### src/sv/gzhp_pkg.sv
// gzhp_pkg: shared types and constants for the gzip header parser
// transfer payload structs, status and error codes, header byte values
// no dependencies
`default_nettype none

package gzhp_pkg;

    localparam int LEN_BITS = 20;

    typedef struct packed {
        logic [7:0] data_byte;
        logic       last_byte;
    } in_item_t;

    typedef struct packed {
        logic [2:0]          status;
        logic [1:0]          error_kind;
        logic [7:0]          name_byte;
        logic [LEN_BITS-1:0] header_len;
    } out_item_t;

    // status codes
    localparam logic [2:0] ST_HEADER  = 3'd0;
    localparam logic [2:0] ST_NAME    = 3'd1;
    localparam logic [2:0] ST_DONE    = 3'd2;
    localparam logic [2:0] ST_PAYLOAD = 3'd3;
    localparam logic [2:0] ST_ERROR   = 3'd4;

    // error kinds
    localparam logic [1:0] ERR_NONE   = 2'd0;
    localparam logic [1:0] ERR_MAGIC  = 2'd1;
    localparam logic [1:0] ERR_METHOD = 2'd2;
    localparam logic [1:0] ERR_TRUNC  = 2'd3;

    // fixed header byte values
    localparam logic [7:0] MAGIC1_BYTE   = 8'h1F;
    localparam logic [7:0] MAGIC2_BYTE   = 8'h8B;
    localparam logic [7:0] DEFLATE_BYTE  = 8'h08;
    localparam logic [7:0] NUL_BYTE      = 8'h00;
    localparam logic [15:0] FIXED_SKIP   = 16'd6;
    localparam logic [15:0] HCRC_SKIP    = 16'd2;

    // bit positions in the latched flag field (flag byte shifted right by one)
    localparam int FL_HCRC    = 0;
    localparam int FL_EXTRA   = 1;
    localparam int FL_NAME    = 2;
    localparam int FL_COMMENT = 3;

endpackage

`default_nettype wire

### src/sv/gzhp_parse.sv
// gzhp_parse: header phase tracking and per-byte result decode
// holds the parse state and header byte counter, one byte per cycle while step is high
// depends on gzhp_pkg
`default_nettype none

module gzhp_parse #(
    parameter int COUNT_BITS = 20
) (
    input  wire                     clk,
    input  wire                     rst_n,
    input  wire                     step,
    input  wire gzhp_pkg::in_item_t item,
    input  wire                     name_report,
    output gzhp_pkg::out_item_t     result
);

    typedef enum logic [3:0] {
        PH_MAGIC1,
        PH_MAGIC2,
        PH_METHOD,
        PH_FLAGS,
        PH_FIXED,
        PH_XLO,
        PH_XHI,
        PH_EXTRA,
        PH_NAME,
        PH_COMMENT,
        PH_HCRC,
        PH_BODY,
        PH_PAYLOAD,
        PH_ERR_MAGIC,
        PH_ERR_METHOD
    } phase_t;

    localparam int LB = gzhp_pkg::LEN_BITS;

    phase_t                phase_reg, phase_next;
    logic [3:0]            flags_reg, flags_next;
    logic [15:0]           skip_reg, skip_next;
    logic [7:0]            xlen_lo_reg, xlen_lo_next;
    logic [COUNT_BITS-1:0] count_reg, count_next;

    logic [15:0]           skip_dec;
    logic [15:0]           xlen_full;
    logic [COUNT_BITS+LB-1:0] count_ext;
    logic [LB-1:0]         len_sat;

    // skip sections whose flag is clear
    function automatic phase_t enter_phase(input phase_t p, input logic [3:0] fl);
        phase_t q;
        q = p;
        if (q == PH_XLO && !fl[gzhp_pkg::FL_EXTRA]) q = PH_NAME;
        if (q == PH_NAME && !fl[gzhp_pkg::FL_NAME]) q = PH_COMMENT;
        if (q == PH_COMMENT && !fl[gzhp_pkg::FL_COMMENT]) q = PH_HCRC;
        if (q == PH_HCRC && !fl[gzhp_pkg::FL_HCRC]) q = PH_BODY;
        return q;
    endfunction

    assign skip_dec  = skip_reg - 16'd1;
    assign xlen_full = {item.data_byte, xlen_lo_reg};
    assign count_ext = {{LB{1'b0}}, count_reg};
    assign len_sat   = (|count_ext[COUNT_BITS+LB-1:LB]) ? {LB{1'b1}} : count_ext[LB-1:0];

    always_comb
    begin
        phase_next   = phase_reg;
        flags_next   = flags_reg;
        skip_next    = skip_reg;
        xlen_lo_next = xlen_lo_reg;
        count_next   = count_reg;
        result       = '0;

        if (phase_reg <= PH_HCRC && count_reg != {COUNT_BITS{1'b1}})
            count_next = count_reg + 1'b1;

        case (phase_reg)
            PH_MAGIC1:
            begin
                if (item.data_byte != gzhp_pkg::MAGIC1_BYTE)
                begin
                    result.status     = gzhp_pkg::ST_ERROR;
                    result.error_kind = gzhp_pkg::ERR_MAGIC;
                    phase_next        = PH_ERR_MAGIC;
                end
                else
                    phase_next = PH_MAGIC2;
            end
            PH_MAGIC2:
            begin
                if (item.data_byte != gzhp_pkg::MAGIC2_BYTE)
                begin
                    result.status     = gzhp_pkg::ST_ERROR;
                    result.error_kind = gzhp_pkg::ERR_MAGIC;
                    phase_next        = PH_ERR_MAGIC;
                end
                else
                    phase_next = PH_METHOD;
            end
            PH_METHOD:
            begin
                if (item.data_byte != gzhp_pkg::DEFLATE_BYTE)
                begin
                    result.status     = gzhp_pkg::ST_ERROR;
                    result.error_kind = gzhp_pkg::ERR_METHOD;
                    phase_next        = PH_ERR_METHOD;
                end
                else
                    phase_next = PH_FLAGS;
            end
            PH_FLAGS:
            begin
                flags_next = item.data_byte[4:1];
                skip_next  = gzhp_pkg::FIXED_SKIP;
                phase_next = PH_FIXED;
            end
            PH_FIXED:
            begin
                skip_next = skip_dec;
                if (skip_dec == 16'd0)
                    phase_next = enter_phase(PH_XLO, flags_reg);
            end
            PH_XLO:
            begin
                xlen_lo_next = item.data_byte;
                phase_next   = PH_XHI;
            end
            PH_XHI:
            begin
                skip_next = xlen_full;
                if (xlen_full == 16'd0)
                    phase_next = enter_phase(PH_NAME, flags_reg);
                else
                    phase_next = PH_EXTRA;
            end
            PH_EXTRA:
            begin
                skip_next = skip_dec;
                if (skip_dec == 16'd0)
                    phase_next = enter_phase(PH_NAME, flags_reg);
            end
            PH_NAME:
            begin
                if (item.data_byte == gzhp_pkg::NUL_BYTE)
                    phase_next = enter_phase(PH_COMMENT, flags_reg);
                else if (name_report)
                begin
                    result.status    = gzhp_pkg::ST_NAME;
                    result.name_byte = item.data_byte;
                end
            end
            PH_COMMENT:
            begin
                if (item.data_byte == gzhp_pkg::NUL_BYTE)
                    phase_next = enter_phase(PH_HCRC, flags_reg);
            end
            PH_HCRC:
            begin
                skip_next = skip_dec;
                if (skip_dec == 16'd0)
                    phase_next = PH_BODY;
            end
            PH_BODY:
            begin
                result.status     = gzhp_pkg::ST_DONE;
                result.header_len = len_sat;
                phase_next        = PH_PAYLOAD;
            end
            PH_PAYLOAD:
                result.status = gzhp_pkg::ST_PAYLOAD;
            PH_ERR_MAGIC:
            begin
                result.status     = gzhp_pkg::ST_ERROR;
                result.error_kind = gzhp_pkg::ERR_MAGIC;
            end
            default:
            begin
                result.status     = gzhp_pkg::ST_ERROR;
                result.error_kind = gzhp_pkg::ERR_METHOD;
            end
        endcase

        // crc skip count is loaded whenever the crc section is entered
        if (phase_next == PH_HCRC && phase_reg != PH_HCRC)
            skip_next = gzhp_pkg::HCRC_SKIP;

        if (item.last_byte)
        begin
            if (result.status == gzhp_pkg::ST_HEADER || result.status == gzhp_pkg::ST_NAME)
            begin
                result.status     = gzhp_pkg::ST_ERROR;
                result.error_kind = gzhp_pkg::ERR_TRUNC;
                result.name_byte  = '0;
            end
            phase_next   = PH_MAGIC1;
            flags_next   = '0;
            skip_next    = '0;
            xlen_lo_next = '0;
            count_next   = '0;
        end
    end

    always_ff @(posedge clk or negedge rst_n)
    begin
        if (!rst_n)
        begin
            phase_reg   <= PH_MAGIC1;
            flags_reg   <= '0;
            skip_reg    <= '0;
            xlen_lo_reg <= '0;
            count_reg   <= '0;
        end
        else if (step)
        begin
            phase_reg   <= phase_next;
            flags_reg   <= flags_next;
            skip_reg    <= skip_next;
            xlen_lo_reg <= xlen_lo_next;
            count_reg   <= count_next;
        end
    end

endmodule

`default_nettype wire

### src/sv/gzip_header_parser.sv
// gzip_header_parser: one result per byte, result registered, one transfer per cycle while in_ready is high
// a byte's result is registered into the output register, or into the skid register while the output stalls
// throughput: one byte per cycle while the skid register is empty, set by the phase update in gzhp_parse
// a two-entry output (result register plus skid register) keeps input ready registered
// reset: asynchronous active-low; parse state cleared, name_report set to 1, outputs empty
// depends on gzhp_pkg and gzhp_parse
`default_nettype none

module gzip_header_parser #(
    parameter int COUNT_BITS = 20
) (
    input  wire                     clk,
    input  wire                     rst_n,
    // byte stream in
    input  wire                     in_valid,
    output logic                    in_ready,
    input  wire gzhp_pkg::in_item_t in_data,
    // results out
    output logic                    out_valid,
    input  wire                     out_ready,
    output gzhp_pkg::out_item_t     out_data,
    // name_report register write
    input  wire                     cfg_we,
    input  wire                     cfg_wdata
);

    logic                name_report_reg;
    logic                out_valid_reg;
    logic                skid_valid_reg;
    gzhp_pkg::out_item_t out_reg;
    gzhp_pkg::out_item_t skid_reg;
    gzhp_pkg::out_item_t step_result;

    logic in_xfer;
    logic out_xfer;

    // input is taken whenever the skid slot is free
    assign in_ready  = !skid_valid_reg;
    assign in_xfer   = in_valid && in_ready;
    assign out_xfer  = out_valid_reg && out_ready;
    assign out_valid = out_valid_reg;
    assign out_data  = out_reg;

    // parse state advances on every input transfer
    gzhp_parse #(
        .COUNT_BITS (COUNT_BITS)
    ) u_parse (
        .clk         (clk),
        .rst_n       (rst_n),
        .step        (in_xfer),
        .item        (in_data),
        .name_report (name_report_reg),
        .result      (step_result)
    );

    // config register: the user must write it only while idle; the block does not enforce this
    always_ff @(posedge clk or negedge rst_n)
    begin
        if (!rst_n)
            name_report_reg <= 1'b1;
        else if (cfg_we)
            name_report_reg <= cfg_wdata;
    end

    // output control: skid empties into the result register first
    always_ff @(posedge clk or negedge rst_n)
    begin
        if (!rst_n)
        begin
            out_valid_reg  <= 1'b0;
            skid_valid_reg <= 1'b0;
        end
        else if (skid_valid_reg)
        begin
            if (out_xfer)
                skid_valid_reg <= 1'b0;
        end
        else if (in_xfer)
        begin
            if (out_valid_reg && !out_ready)
                skid_valid_reg <= 1'b1;
            else
                out_valid_reg <= 1'b1;
        end
        else if (out_xfer)
            out_valid_reg <= 1'b0;
    end

    // payload registers, no reset needed
    always_ff @(posedge clk)
    begin
        if (skid_valid_reg)
        begin
            if (out_xfer)
                out_reg <= skid_reg;
        end
        else if (in_xfer)
        begin
            if (out_valid_reg && !out_ready)
                skid_reg <= step_result;
            else
                out_reg <= step_result;
        end
    end

endmodule

`default_nettype wire
### config.mk
export PLATFORM = sky130hd
export DESIGN_NAME = gzip_header_parser
export DESIGN_NICKNAME = d
export VERILOG_FILES = /design/src/sv/gzhp_pkg.sv /design/src/sv/gzhp_parse.sv /design/src/sv/gzip_header_parser.sv
export SDC_FILE = /design/constraint.sdc
export NUM_CORES = 1
export LEC_CHECK = 0
export ABC_CLOCK_PERIOD_IN_PS = 4100
export BUFFER_PORTS_ARGS = -buffer_cell sky130_fd_sc_hd__buf_2
export CORE_ASPECT_RATIO = 1.25
export CORE_MARGIN = 2
export CORE_UTILIZATION = 40
export CTS_BUF_LIST = sky130_fd_sc_hd__clkbuf_8
export DETAILED_ROUTE_END_ITERATION = 7
export PLACE_DENSITY = 0.56
export REMOVE_ABC_BUFFERS = 1
export SYNTH_ARGS = -nofsm -noshare
export SYNTH_HDL_FRONTEND = slang
export SYNTH_HIERARCHICAL = 1
export SYNTH_SLANG_ARGS = --single-unit
export TNS_END_PERCENT = 100
### constraint.sdc
create_clock -name clk -period 4.1 [get_ports clk]
set_clock_uncertainty 0.05 [all_clocks]
set_input_delay 0.615 -clock clk [delete_from_list [all_inputs] [get_ports clk]]
set_output_delay 0.615 -clock clk [all_outputs]
set_load 0.01 [all_outputs]
==> flow_results.xml <==
<?xml version="1.0" encoding="UTF-8"?>
<metrics>
  <group name="synthesis">
    <metric name="synth_area" unit="um2">6330</metric>
    <metric name="seq_area_frac_synth" unit="">0.531</metric>
    <metric name="yosysTopAreaCell" unit="">edfxtp_1</metric>
    <metric name="synth_seq_cells" unit="">121</metric>
    <metric name="synth_flop_cell" unit="">edfxtp_1</metric>
    <metric name="syn_avg_cell_area" unit="um2">11.4</metric>
    <metric name="synthesis.instances" unit="">557</metric>
    <metric name="yosys_cell_types" unit="">74</metric>
    <metric name="yosys.area.top_type_share" unit="">0.313</metric>
    <metric name="synth_area_leaders" unit="">edfxtp_1, dfrtp_1, mux2_4</metric>
    <metric name="async_flop_share" unit="">0.455</metric>
    <metric name="synth_warnings" unit="">6</metric>
    <metric name="synth_edf_count" unit="">66</metric>
  </group>
  <group name="setup_path">
    <metric name="critical_path_arrival" unit="ps">3710</metric>
    <metric name="end_kind" unit="">flip-flop</metric>
    <metric name="cp_max_fo" unit="">12</metric>
    <metric name="slowest_stage" unit="">a21oi_2</metric>
    <metric name="cp_data_required_time" unit="ps">4420</metric>
    <metric name="timing.reg2reg.worst_path_depth" unit="">11</metric>
    <metric name="timing.critical_path.from_type" unit="">flip-flop</metric>
    <metric name="crit_path_cell_chain" unit="">inv_1 -&gt; ha_1 -&gt; nor3b_2 -&gt; nand4b_1 -&gt; xor2_1 -&gt; and3_1 -&gt; nand3_1 -&gt; a211oi_4 -&gt; o211ai_4 -&gt; a21oi_2 -&gt; a22o_1</metric>
    <metric name="critPathKind" unit="">reg2reg</metric>
    <metric name="cpPeakStageDelay" unit="ps">550</metric>
  </group>
  <group name="placed_design">
    <metric name="port-buffer-count" unit="">49</metric>
    <metric name="gp_congestion" unit="">0.904</metric>
    <metric name="dp_hpwl" unit="um">9730</metric>
    <metric name="placed_cell_area" unit="um2">6740</metric>
  </group>
  <group name="status">
    <metric name="status" unit="">finished clean</metric>
  </group>
  <group name="clocking">
    <metric name="post_cts.repair.setup_buffers" unit="">0</metric>
    <metric name="clock_sink_count" unit="">121</metric>
    <metric name="clock_h_tree_levels" unit="">4</metric>
    <metric name="clk_transition_reported_paths" unit="ps">80</metric>
    <metric name="post_cts.resized_instances" unit="">0</metric>
    <metric name="post_cts_hold_buffer_count" unit="">0</metric>
    <metric name="cts_tree" unit="">done</metric>
    <metric name="tritoncts.num_buffers" unit="">17</metric>
    <metric name="ctsLongestPathBuffers" unit="">2</metric>
    <metric name="cts_root_buffer" unit="">clkbuf_8</metric>
    <metric name="clkLatencyLatePin" unit="ps">440</metric>
  </group>
  <group name="power_and_ir_drop">
    <metric name="total_switching_power" unit="uW">1850</metric>
    <metric name="comb_power_share" unit="">0.397</metric>
    <metric name="swShare" unit="">0.372</metric>
    <metric name="power.density" unit="nW/um2">696</metric>
    <metric name="cellLeakagePower" unit="uW">0.00298</metric>
    <metric name="irDropWorstVdd" unit="uV">293</metric>
    <metric name="power.share.clock" unit="">0.225</metric>
    <metric name="power.total" unit="uW">4980</metric>
    <metric name="seq_power_share" unit="">0.378</metric>
    <metric name="cellInternalPower" unit="uW">3130</metric>
  </group>
  <group name="global_routing">
    <metric name="grt_pass1_vias" unit="">4339</metric>
    <metric name="grt_overflow" unit="">0</metric>
    <metric name="gr-usage-all-layers" unit="">0.180</metric>
    <metric name="met3_track_demand_over_resource_in_global_routing" unit="">0.0412</metric>
    <metric name="antenna_found_initial" unit="">0</metric>
    <metric name="grt_pass1_wl" unit="um">23100</metric>
    <metric name="grt_util_met2" unit="">0.290</metric>
    <metric name="maximum_number_of_pins_on_one_net_before_global_route_repair" unit="">38</metric>
    <metric name="grt_busiest_layer" unit="">met2</metric>
    <metric name="groute.layer.met1.usage" unit="">0.236</metric>
  </group>
  <group name="route">
    <metric name="drt-initial-drc-count" unit="">258</metric>
    <metric name="vias" unit="">4471</metric>
    <metric name="postRouteWirelength" unit="um">14200</metric>
    <metric name="post_drt_via_cell_ratio" unit="">5.44</metric>
    <metric name="drt-wirelength-per-cell" unit="um">17.3</metric>
    <metric name="post-route-drc-count" unit="">0</metric>
    <metric name="drt_first_pass_iters" unit="">5</metric>
    <metric name="detail-route-antenna-nets" unit="">0</metric>
  </group>
  <group name="layout">
    <metric name="area_growth_syn_to_layout" unit="%">13.0</metric>
    <metric name="antennaDiodeCount" unit="">0</metric>
    <metric name="layout_common_cells" unit="">edfxtp_1, dfrtp_1, buf_2</metric>
    <metric name="layout.area.seq" unit="um2">3360</metric>
    <metric name="nFillCells" unit="">1428</metric>
    <metric name="final_net_count" unit="">615</metric>
    <metric name="finish.instance_area" unit="um2">7150</metric>
    <metric name="layout_commonest_cell" unit="">edfxtp_1</metric>
    <metric name="area_taken_by_multi_input_logic_gates" unit="um2">2750</metric>
    <metric name="post_route_cells_drive_above_1_share" unit="">0.225</metric>
  </group>
  <group name="worst_hold_path">
    <metric name="min-delay-path-class" unit="">in2async</metric>
  </group>
  <group name="sta">
    <metric name="fin_crit_period" unit="ps">3380</metric>
    <metric name="rsz0062_at_grt" unit="">false</metric>
    <metric name="fin_setup_tns" unit="ps">0</metric>
    <metric name="max-slew-margin-rel" unit="">0.288</metric>
    <metric name="report.final.hold_viol_count" unit="">0</metric>
    <metric name="worst_slew_pin_slew" unit="ps">1060</metric>
    <metric name="setup_viol_count_final" unit="">0</metric>
    <metric name="final-max-slew-violation-count" unit="">0</metric>
    <metric name="timing.final.crit_share" unit="">0.825</metric>
    <metric name="fmax" unit="MHz">296</metric>
  </group>
  <group name="floorplan">
    <metric name="fp.dieArea" unit="um2">16900</metric>
    <metric name="row_count" unit="">51</metric>
    <metric name="initial_core_util" unit="">0.408</metric>
    <metric name="num_io_pins" unit="">50</metric>
    <metric name="core_area" unit="um2">15500</metric>
    <metric name="die_y" unit="um">145</metric>
    <metric name="die_width" unit="um">117</metric>
  </group>
  <group name="job">
    <metric name="maxCapViolations" unit="">0</metric>
  </group>
</metrics>
worst paths after layout:
path / startpoint / endpoint / slack, ps
setup / recovery: u_parse/skip_reg[1]$_DFFE_PN0P_ / u_parse/skip_reg[13]$_DFFE_PN0P_ / 720
hold / removal: rst_n / u_parse/xlen_lo_reg[1]$_DFFE_PN0P_ / 180
setup reg to reg: u_parse/skip_reg[1]$_DFFE_PN0P_ / u_parse/skip_reg[13]$_DFFE_PN0P_ / 720
hold reg to reg: out_valid$_DFFE_PN0P_ / skid_valid_reg$_DFF_PN0_ / 470
max in group asynchronous: rst_n / u_parse/count_reg[8]$_DFFE_PN0P_ / 2960
min in group clk: cfg_wdata / name_report_reg$_DFFE_PN1P_ / 360
stage by stage:
stage / worst slack (ps) / std cells / hold slack [ps] / utilization
3_3_place_gp: 843 / 790 / 448 / 0.435
2_1_floorplan: 38.5 / 521 / 269 / -
5_1_grt: 427 / 822 / 201 / 0.461
4_1_cts: 761 / 822 / 174 / 0.461
3_5_place_dp: 753 / 790 / 458 / 0.435
6_report: 717 / 822 / 180 / 0.461
power by group through the flow:
stage | clock network (uW) | registers, uW | logic, uW
2_1_floorplan | 0 | 2020 | 1290
3_3_place_gp | 0 | 1890 | 1960
3_5_place_dp | 0 | 1900 | 1970
4_1_cts | 1150 | 1880 | 1990
5_1_grt | 1200 | 1930 | 2190
6_report | 1120 | 1880 | 1980
critical path, delay by kind of cell (launching register included):
kind,cells,cell delay [ps]
compound gates,4,1280
simple gates,4,960
flops,1,450
fa+ha+maj,1,280
xor+xnor,1,160
buf+inv,1,150
synth_stat cells (3+ instances only):
cell type,count
nor2_1,39
or3_1,5
o21ai_1,5
and2_1,12
nor4_1,5
xor2_1,10
o21ai_0,22
buf_6,6
a21oi_1,17
o211ai_1,3
nor3_1,13
and4_1,3
buf_2,5
and3_1,28
a22o_1,23
a211oi_1,3
clkbuf_1,24
o2bb2ai_1,6
a31oi_1,4
nand2b_1,7
nor2b_1,8
a22oi_1,6
ha_1,3
inv_1,15
nand4_1,6
dfrtp_1,54
o22ai_1,5
nand2_1,33
xnor2_1,12
edfxtp_1,66
a21o_1,5
nand3b_1,5
mux2_2,18
nand3_1,16
mux2_4,17
routing by layer:
layer / routed length [um] / vias to the layer above / part of all wire
met5: 0 / - / 0
met4: 280 / 0 / 0.020
met3: 494 / 20 / 0.035
met2: 6960 / 93 / 0.49
met1: 6470 / 2190 / 0.46
li1: - / 2168 / -
layout make-up:
cell class,instances,area share
sequential,121,0.470
multi-input combinational,385,0.385
timing repair buffer,57,0.0427
tap,212,0.0371
clock buffer,19,0.0366
clock inverter,13,0.0213
inverter,15,0.00787
cells by family (layout without fill, tap and decap cells):
group           after synthesis  after routing  share of synthesized area
simple gates                197            197                      0.172
compound gates              126            126                      0.146
flops                       121            121                      0.531
buf+inv                      51            104                     0.0383
mux                          36             36                     0.0739
xor+xnor                     23             23                     0.0330
fa+ha+maj                     3              3                    0.00593
(Power assumes the default switching activity.)
